`config.mk`:
```
export PLATFORM = sky130hd
export DESIGN_NAME = software_timer_table_top
export DESIGN_NICKNAME = d
export VERILOG_FILES = /design/src/rtl/stt_pkg.sv /design/src/rtl/stt_cell.sv /design/src/rtl/software_timer_table_top.sv
export SDC_FILE = /design/constraint.sdc
export NUM_CORES = 2
export LEC_CHECK = 0
export ABC_CLOCK_PERIOD_IN_PS = 8550
export BUFFER_PORTS_ARGS = -buffer_cell sky130_fd_sc_hd__buf_4
export CORE_MARGIN = 2
export CORE_UTILIZATION = 40
export CTS_CLUSTER_DIAMETER = 100
export DETAILED_ROUTE_END_ITERATION = 6
export HOLD_SLACK_MARGIN = 0.03
export PLACE_DENSITY = 0.54
export SYNTH_ARGS = -nofsm -noshare
export SYNTH_HDL_FRONTEND = slang
export SYNTH_SLANG_ARGS = --single-unit
```
`constraint.sdc`:
```
create_clock -name clk -period 8.55 [get_ports clk]
set_input_delay 1.2825 -clock clk [delete_from_list [all_inputs] [get_ports clk]]
set_output_delay 1.2825 -clock clk [all_outputs]
set_load 0.01 [all_outputs]
```
`src/rtl/stt_pkg.sv`:
```
// Package for the software timer table: types, codes and defaults.
package stt_pkg;
  localparam int STT_NUM_TIMERS = 16;

  localparam logic [1:0] FUNC_ONESHOT = 2'd0;
  localparam logic [1:0] FUNC_RELOAD  = 2'd1;
  localparam logic [1:0] FUNC_STOP    = 2'd2;
  localparam logic [1:0] FUNC_TICK    = 2'd3;

  localparam logic [1:0] KIND_STATUS   = 2'd0;
  localparam logic [1:0] KIND_FIRED    = 2'd1;
  localparam logic [1:0] KIND_TICKDONE = 2'd2;

  localparam logic [1:0] ST_OK       = 2'd0;
  localparam logic [1:0] ST_NOSLOT   = 2'd1;
  localparam logic [1:0] ST_NOTFOUND = 2'd2;
  localparam logic [1:0] ST_ZEROMASK = 2'd3;

  typedef struct packed {
    logic [31:0] timeout;
    logic [31:0] reload;
    logic [7:0]  task_id;
    logic [15:0] event_mask;
  } cell_t;

  typedef struct packed {
    logic en;   // cell takes a new value
    logic sel;  // 1: write data, 0: neighbour's value
  } cell_ctl_t;

  typedef enum logic [1:0] {S_IDLE, S_TICK, S_FIND, S_DONE} state_t;
endpackage

```
`src/rtl/stt_cell.sv`:
```
// One timer cell of the service chain: holds one timer, shifts from its neighbour.
module stt_cell
  import stt_pkg::*;
(
  input  logic      clk,
  input  cell_ctl_t ctl,
  input  cell_t     next_d,
  input  cell_t     wr_d,
  output cell_t     q
);
  cell_t q_r;

  always_ff @(posedge clk) begin
    if (ctl.en) begin
      q_r <= ctl.sel ? wr_d : next_d;
    end
  end

  assign q = q_r;
endmodule

```
`src/rtl/software_timer_table_top.sv`:
```
// Top level of the software timer table: control sequencer and chain of timer cells.
//
//  channel | direction | handshake      | payload
//  in_     | input     | valid / stall  | func, task_id, event_mask, timeout_ms
//  out_    | output    | valid / stall  | kind, status, fired_task, fired_event,
//          |           |                | clock_ms, ticking, last
//  cfg_    | input     | valid / ready  | data (tick_ms)
//
// An item walks once over the n active timers of the chain; the rotation of
// the cell chain brings one timer to the head cell per cycle, except while
// an expired timer waits on a stalled result side. A start or stop with a
// zero event mask, or an item on an empty chain, skips the walk.
// Reset is synchronous and active low; it empties the chain at once.
// The input is stalled while an item is in progress; results wait in a
// single output register.
//
// Active timers sit in the chain in service order, cell 0 being the head.
// Each step the head timer is examined and the chain shifts by one; a timer
// that survives is written back behind the last active cell, so after one
// full pass the order is restored. A freed timer simply drops out.
module software_timer_table_top
  import stt_pkg::*;
#(
  parameter int NUM_TIMERS = STT_NUM_TIMERS
) (
  input  logic        clk,
  input  logic        rst_n,
  input  logic        in_valid,
  output logic        in_stall,
  input  logic [1:0]  in_func,
  input  logic [7:0]  in_task_id,
  input  logic [15:0] in_event_mask,
  input  logic [31:0] in_timeout_ms,
  output logic        out_valid,
  input  logic        out_stall,
  output logic [1:0]  out_kind,
  output logic [1:0]  out_status,
  output logic [7:0]  out_fired_task,
  output logic [15:0] out_fired_event,
  output logic [31:0] out_clock_ms,
  output logic        out_ticking,
  output logic        out_last,
  input  logic        cfg_valid,
  output logic        cfg_ready,
  input  logic [9:0]  cfg_data
);
  localparam int CW = $clog2(NUM_TIMERS + 1);

  state_t      state_r, state_nxt;
  logic [CW-1:0] cnt_r, cnt_nxt, steps_r, steps_nxt;
  logic        found_r, found_nxt;
  logic [1:0]  func_r;
  logic [7:0]  task_r;
  logic [15:0] ev_r;
  logic [31:0] tmo_r;
  logic [31:0] clock_r, clock_nxt;
  logic        ten_r, ten_nxt;
  logic [9:0]  tick_r;

  logic        out_valid_r, out_valid_nxt;
  logic [1:0]  kind_r, kind_nxt, status_r, status_nxt;
  logic [7:0]  ftask_r, ftask_nxt;
  logic [15:0] fev_r, fev_nxt;
  logic [31:0] oclk_r, oclk_nxt;
  logic        oten_r, oten_nxt, last_r, last_nxt;

  cell_t       q [NUM_TIMERS];
  cell_t       wr_d;
  cell_t       head;
  logic        shift_en, surv, app_en;
  logic        out_can, accept;
  logic        match;
  logic [31:0] dec;

  assign cfg_ready = 1'b1;
  assign in_stall  = (state_r != S_IDLE);
  assign accept    = in_valid && !in_stall;
  assign out_can   = !out_valid_r || !out_stall;
  assign head      = q[0];
  assign match     = !found_r && head.task_id == task_r && head.event_mask == ev_r;
  assign dec       = (head.timeout <= {22'd0, tick_r}) ? 32'd0
                                                       : head.timeout - {22'd0, tick_r};

  // Cell chain; the last cell shifts in nothing of use.
  for (genvar i = 0; i < NUM_TIMERS; i++) begin : g_cell
    cell_ctl_t ctl;
    cell_t     nd;
    if (i == NUM_TIMERS - 1) begin : g_end
      assign nd = '0;
    end else begin : g_mid
      assign nd = q[i+1];
    end
    assign ctl.en  = shift_en || (app_en && cnt_r == CW'(i));
    assign ctl.sel = shift_en ? (surv && cnt_r == CW'(i + 1)) : 1'b1;
    stt_cell u_cell (
      .clk    (clk),
      .ctl    (ctl),
      .next_d (nd),
      .wr_d   (wr_d),
      .q      (q[i])
    );
  end

  always_ff @(posedge clk) begin
    if (!rst_n) begin
      state_r     <= S_IDLE;
      cnt_r       <= '0;
      steps_r     <= '0;
      found_r     <= 1'b0;
      clock_r     <= '0;
      ten_r       <= 1'b0;
      tick_r      <= 10'd1;
      out_valid_r <= 1'b0;
    end else begin
      state_r     <= state_nxt;
      cnt_r       <= cnt_nxt;
      steps_r     <= steps_nxt;
      found_r     <= found_nxt;
      clock_r     <= clock_nxt;
      ten_r       <= ten_nxt;
      out_valid_r <= out_valid_nxt;
      if (cfg_valid) begin
        tick_r <= cfg_data;
      end
    end
  end

  always_ff @(posedge clk) begin
    if (accept) begin
      func_r <= in_func;
      task_r <= in_task_id;
      ev_r   <= in_event_mask;
      tmo_r  <= in_timeout_ms;
    end
    kind_r   <= kind_nxt;
    status_r <= status_nxt;
    ftask_r  <= ftask_nxt;
    fev_r    <= fev_nxt;
    oclk_r   <= oclk_nxt;
    oten_r   <= oten_nxt;
    last_r   <= last_nxt;
  end

  always_comb begin
    state_nxt     = state_r;
    cnt_nxt       = cnt_r;
    steps_nxt     = steps_r;
    found_nxt     = found_r;
    clock_nxt     = clock_r;
    ten_nxt       = ten_r;
    shift_en      = 1'b0;
    surv          = 1'b0;
    app_en        = 1'b0;
    wr_d          = head;
    out_valid_nxt = out_valid_r && out_stall;
    kind_nxt      = kind_r;
    status_nxt    = status_r;
    ftask_nxt     = ftask_r;
    fev_nxt       = fev_r;
    oclk_nxt      = oclk_r;
    oten_nxt      = oten_r;
    last_nxt      = last_r;
    unique case (state_r)
      S_IDLE: begin
        if (accept) begin
          steps_nxt = cnt_r;
          found_nxt = 1'b0;
          if (in_func == FUNC_TICK) begin
            clock_nxt = clock_r + {22'd0, tick_r};
            state_nxt = (cnt_r == '0) ? S_DONE : S_TICK;
          end else if (in_event_mask == 16'd0 || cnt_r == '0) begin
            state_nxt = S_DONE;
          end else begin
            state_nxt = S_FIND;
          end
        end
      end
      S_TICK: begin
        if (dec != 32'd0 || out_can) begin
          shift_en  = 1'b1;
          steps_nxt = steps_r - CW'(1);
          if (dec == 32'd0) begin
            out_valid_nxt = 1'b1;
            kind_nxt   = KIND_FIRED;
            status_nxt = ST_OK;
            ftask_nxt  = head.task_id;
            fev_nxt    = head.event_mask;
            oclk_nxt   = clock_r;
            oten_nxt   = ten_r;
            last_nxt   = 1'b0;
            surv       = (head.reload != 32'd0);
            wr_d.timeout = head.reload;
          end else begin
            surv         = 1'b1;
            wr_d.timeout = dec;
          end
          if (!surv) begin
            cnt_nxt = cnt_r - CW'(1);
          end
          if (steps_r == CW'(1)) begin
            state_nxt = S_DONE;
          end
        end
      end
      S_FIND: begin
        shift_en  = 1'b1;
        steps_nxt = steps_r - CW'(1);
        found_nxt = found_r || match;
        if (func_r == FUNC_STOP) begin
          surv = !match;
          if (match) begin
            cnt_nxt = cnt_r - CW'(1);
          end
        end else begin
          surv = 1'b1;
          if (match) begin
            wr_d.timeout = tmo_r;
            if (func_r == FUNC_RELOAD) begin
              wr_d.reload = tmo_r;
            end
          end
        end
        if (steps_r == CW'(1)) begin
          state_nxt = S_DONE;
        end
      end
      S_DONE: begin
        if (out_can) begin
          state_nxt     = S_IDLE;
          out_valid_nxt = 1'b1;
          kind_nxt      = KIND_STATUS;
          status_nxt    = ST_OK;
          ftask_nxt     = 8'd0;
          fev_nxt       = 16'd0;
          last_nxt      = 1'b1;
          wr_d.timeout    = tmo_r;
          wr_d.reload     = (func_r == FUNC_RELOAD) ? tmo_r : 32'd0;
          wr_d.task_id    = task_r;
          wr_d.event_mask = ev_r;
          if (func_r == FUNC_TICK) begin
            kind_nxt = KIND_TICKDONE;
          end else if (ev_r == 16'd0) begin
            status_nxt = ST_ZEROMASK;
          end else if (func_r == FUNC_STOP) begin
            status_nxt = found_r ? ST_OK : ST_NOTFOUND;
          end else if (found_r) begin
            ten_nxt = 1'b1;
          end else if (cnt_r == CW'(NUM_TIMERS)) begin
            status_nxt = ST_NOSLOT;
          end else begin
            app_en  = 1'b1;
            cnt_nxt = cnt_r + CW'(1);
            ten_nxt = 1'b1;
          end
          oclk_nxt = clock_r;
          oten_nxt = ten_nxt;
        end
      end
      default: state_nxt = S_IDLE;
    endcase
  end

  assign out_valid       = out_valid_r;
  assign out_kind        = kind_r;
  assign out_status      = status_r;
  assign out_fired_task  = ftask_r;
  assign out_fired_event = fev_r;
  assign out_clock_ms    = oclk_r;
  assign out_ticking     = oten_r;
  assign out_last        = last_r;
endmodule

```
After elaboration in Yosys (flattened, before gate mapping)
Index checks and enable logic that the tools add are counted.

Flip-flop bits (word level): 1585. Input bits: 73. Output and inout bits: 65. Word-level logic and storage cells: 332.

Add/sub/neg operators: 5. $lt $le $gt $ge: 1. Equality and inequality tests: 38. Multiplexer cells: 125. Reduce and logical (&&, ||, !) cells: 80.

Operators by type and width (number): 88-bit two-way mux (16); 32-bit two-way mux (8); 64-bit two-way mux (2); 32-bit case mux with 2 select lines (2); 32-bit case mux with 3 select lines (1); 32-bit nonzero test (2); 5-bit two-way mux (12); 16-bit two-way mux (3); 1-bit two-way mux (47); 5-bit by 4-bit equality test with 1-bit output, second input constant (8); 1-bit logical AND (36); 2-bit two-way mux (17); 32-bit by 10-bit adder with 32-bit output (1); 32-bit by 10-bit less-or-equal comparator with 1-bit output (1); 16-bit zero test (2); 32-bit zero test (1); 16-bit case mux with 2 select lines (1); 32-bit by 10-bit subtractor with 32-bit output (1); 5-bit case mux with 3 select lines (2); 24-bit two-way mux (1); 8-bit two-way mux (3); 2-bit != test, second input constant (12); 5-bit by 3-bit equality test with 1-bit output, second input constant (4); 1-bit logical OR (20); other kinds (22) (46).

Logic depth before layout (Yosys ltp)
Depth in word-level cells: 11. Gate-level depth with buffers: 19. Gate-level depth less buffers: 14.

Cells and area by module
A second synthesis with hierarchy kept.

Cell total of the unflattened synthesis: 4286. Area total of the unflattened synthesis: 72449.5 sq um.

By module, submodules not included: stt_cell (times used 16, cells each 186, area an instance 3783.6 sq um, seq. area each 2642.5 sq um); software_timer_table_top (times used 1, cells each 1310, area an instance 11911.4 sq um, seq. area each 4744.6 sq um).

Least setup slack after synthesis
OpenSTA, ideal clock, no wires.

Path kind: input-to-reg. Start point: input port out_stall. End point: register g_cell[4].u_cell.q_r (netlist bit g_cell[4].u_cell.q[0]), enable pin. Library setup time: 657 ps. Arrival: 8403 ps. Data required time: 7893 ps. Setup slack: -510 ps. Cell stages on the path: 6. Buffers on the path: 1. Cells stage by stage: nand2_1 > nand2_1 > clkbuf_1 > nor2_1 > nand2_1 > o21ai_0.

RTL lines: start, declared (RTL line software_timer_table_top.sv:35) `input logic out_stall,`; end signal, assigned (RTL line stt_cell.sv:15) `q_r <= ctl.sel ? wr_d : next_d;`; end, declared (RTL line stt_cell.sv:11) `cell_t q_r;`.

==> metrics <==
syn avg cell area=16.7 µm²; Max Transition Viols Final=0; largest net degree at the start of global routing=89; post-synth top area cell=edfxtp_1; detail-routed net length per standard cell=23.6 µm; Top Ports=138; outcome=completed; Final Hold Viols=0; layout cells sized above 1=39.9%; fin crit share=80.4%; Die Span Y=426 µm; asr flop ratio synth=0%; Worst-Margin Slew=1300 ps; Cell Area, Synth=0.0712 mm²; RSZ-0062 raised after global routing=false; worst setup margin=1680 ps; initial drt markers=3,371; antenna violations before repair=4; number of global-route vias before repair=35,758; clk root buf=clkbuf_16; area fraction of the dominant cell type after synthesis=64.4%; Initial Utilization=40.3%; Layout area overhead=11.8%; ys flop type=edfxtp_1; Setup WS pre-CTS=1760 ps; first-pass GRT wire length=244,000 µm; dpl hpwl=106,000 µm; Setup crit end kind=register; Setup-failing EPs final=0; critical path class=register to register; crit path DAT=7310 ps; All-Layer GR Usage=17.8%; minimum clock period=6870 ps; num rows=154; CP Max Fanout=58; required time of the critical path=8980 ps; distinct cell type count after synthesis=99; Total Neg Setup Slack=0 ps; Post-Syn Instances=4,256; global placer's final weighted congestion=0.870; Yosys Warn Count=0; Syn Nets=4,364; DR vias=35,947; CTS tree=yes; total grt overflow=0; I/O Buffers=136; dpl cell area=0.0744 mm²; Area contributors post-synth=edfxtp_1 (64%), mux2_2 (17%), mux2_4 (3.2%); hold crit path type=register to register; post-cts sizing count=0; Post-CTS Hold Fix Bufs=0; Filler cells=15,387; Die ar.=0.181 mm²; total wire length=160,000 µm; FF+latch count, synth=1,585; f_max=145 MHz; # DRC=0; Core Area=0.176 mm²; CP Launch Type=register; drt via density=5.28; Finished Cell Area=0.0796 mm²; clk_lat worst skew=820 ps; H-tree levels=4; Worst-path clk slew=70 ps; Rel. slew slack=13.5%; register area share after synthesis=66.0%; die width=426 µm; Worst Clk Skew=33.1 ps; Lkg Pwr=0.0269 µW; Final nets=4,442; clock buffer depth=3; PwrDens=379 mW/mm²; antenna viol nets, final=0; DR pass1 iterations=5; CTS Buf Count=172; VDD IR max=303 µV; Setup Fix Bufs, Post-CTS=0; max_cap viols=0; EDFF count, synth=1,528; clock sink total=1,585
==> cell usage after synthesis (all sizes together), types with 5 or more instances <==
cell    instances
nor4b           6
o41ai           9
clkbuf        140
o21ai          56
nor2b          43
nand2         169
a211oi         10
nor2           83
a21oi          65
nand3b          6
a22o           32
edfxtp       1528
inv            50
a22oi          11
mux2         1320
xnor2          33
a31oi           7
buf           169
nand3          33
a21o            6
dfxtp          57
o211ai         26
o32ai           8
o311ai         10
a221oi          6
mux2i          15
and2           93
or4             6
ha             33
and3            7
xor2           31
nand4          18
o21a            5
nor3           27
nand2b          8
nor4           35
o31ai          20
or3            19
a31o           10
==> logic make-up after synthesis <==
kind of cell               Yosys count  synth area share, %
muxes                             1335                 21.9
xor gates and xnor gates            64                0.787
AOI/OAI and AO/OA                  315                 3.53
buffers and inverters              360                 3.00
adders and majority gates           35                0.636
DFF                               1585                 66.0
other                                1              0.00527
and+or+nand+nor                    561                 4.10
==> area by class of cell <==
cell class,count,area (µm²),share of cell area (%)
Multi-Input combinational cell,2311,22500,28.2
Inverter,51,193,0.242
Timing Repair Buffer,213,1750,2.20
Tap cell,2340,2930,3.68
Clock inverter,89,669,0.841
Antenna cell,3,7.51,0.00943
Sequential cell,1585,47000,59.1
Clock buffer,217,4590,5.76
==> per-stage QoR <==
stage / total power [µW] / util [%] / instances / hold WS, ps
finish: 30200 / 45.1 / 6809 / 470
global route: 31800 / 45.1 / 6806 / 476
CTS: 30500 / 45.1 / 6806 / 466
detailed placement: 23300 / 42.1 / 6500 / 455
global placement: 23200 / 42.1 / 6500 / 451
floorplan: 20900 / - / 4256 / 406
==> layout by cell type, fill, tap and decap left out, drive strengths merged, types with 35 or more instances in the layout <==
master and count:
buf 213, clkbuf 217, nor4 35, mux2 1320, inv 60, dfxtp 57, o21ai 56, nor2b 43
edfxtp 1528, and2 93, nand2 169, a21oi 65, nor2 83, clkinv 69
==> sequential cells by signal, summed over array words and instances, names as in the netlist, 2 cells and up <==
name,cells
state_r,2
out_kind,2
steps_r,5
task_r,8
clock_r,32
out_fired_event,16
cnt_r,5
out_clock_ms,32
ev_r,16
g_cell.u_cell.q,1408
tmo_r,32
out_fired_task,8
tick_r,10
out_status,2
func_r,2
==> critical path, stage by stage (launching register included) <==
cell,delay [ps]
edfxtp_1,420
inv_1,80
ha_1,170
inv_1,80
fa_1,410
a211oi_2,300
o31ai_4,160
o211ai_1,390
nand3_1,210
a2111oi_1,450
nand4_1,530
o311a_1,830
o21ai_4,960
buf_4,440
o21ai_4,370
buf_4,510
==> metal layers <==
layer  up-vias  GRT usage [%]  wire length, µm
li1      16591              -                -
met1     18128           27.9            81000
met2       982           24.7            66700
met3       244           3.33             8890
met4         2           5.18             3910
met5         -              0               13
==> path summary, 6_finish.rpt <==
check / startpoint / endpoint / slack (ps) / cells past startpoint
max: g_cell[0].u_cell.q[56]$_DFFE_PP_ / g_cell[11].u_cell.q[74]$_DFFE_PP_ / 1680 / 15
min: clock_r[5]$_SDFFE_PN0P_ / out_clock_ms[5]$_DFFE_PP_ / 470 / 0
max reg2reg: g_cell[0].u_cell.q[56]$_DFFE_PP_ / g_cell[11].u_cell.q[74]$_DFFE_PP_ / 1680 / 15
min reg2reg: clock_r[5]$_SDFFE_PN0P_ / out_clock_ms[5]$_DFFE_PP_ / 470 / 0
==> report_power, final <==
part | total [µW] | switching, µW | internal [µW]
registers | 13300 | 830 | 12500
logic | 9880 | 5320 | 4560
clock network | 7010 | 3050 | 3960
(Power assumes the default switching activity.)
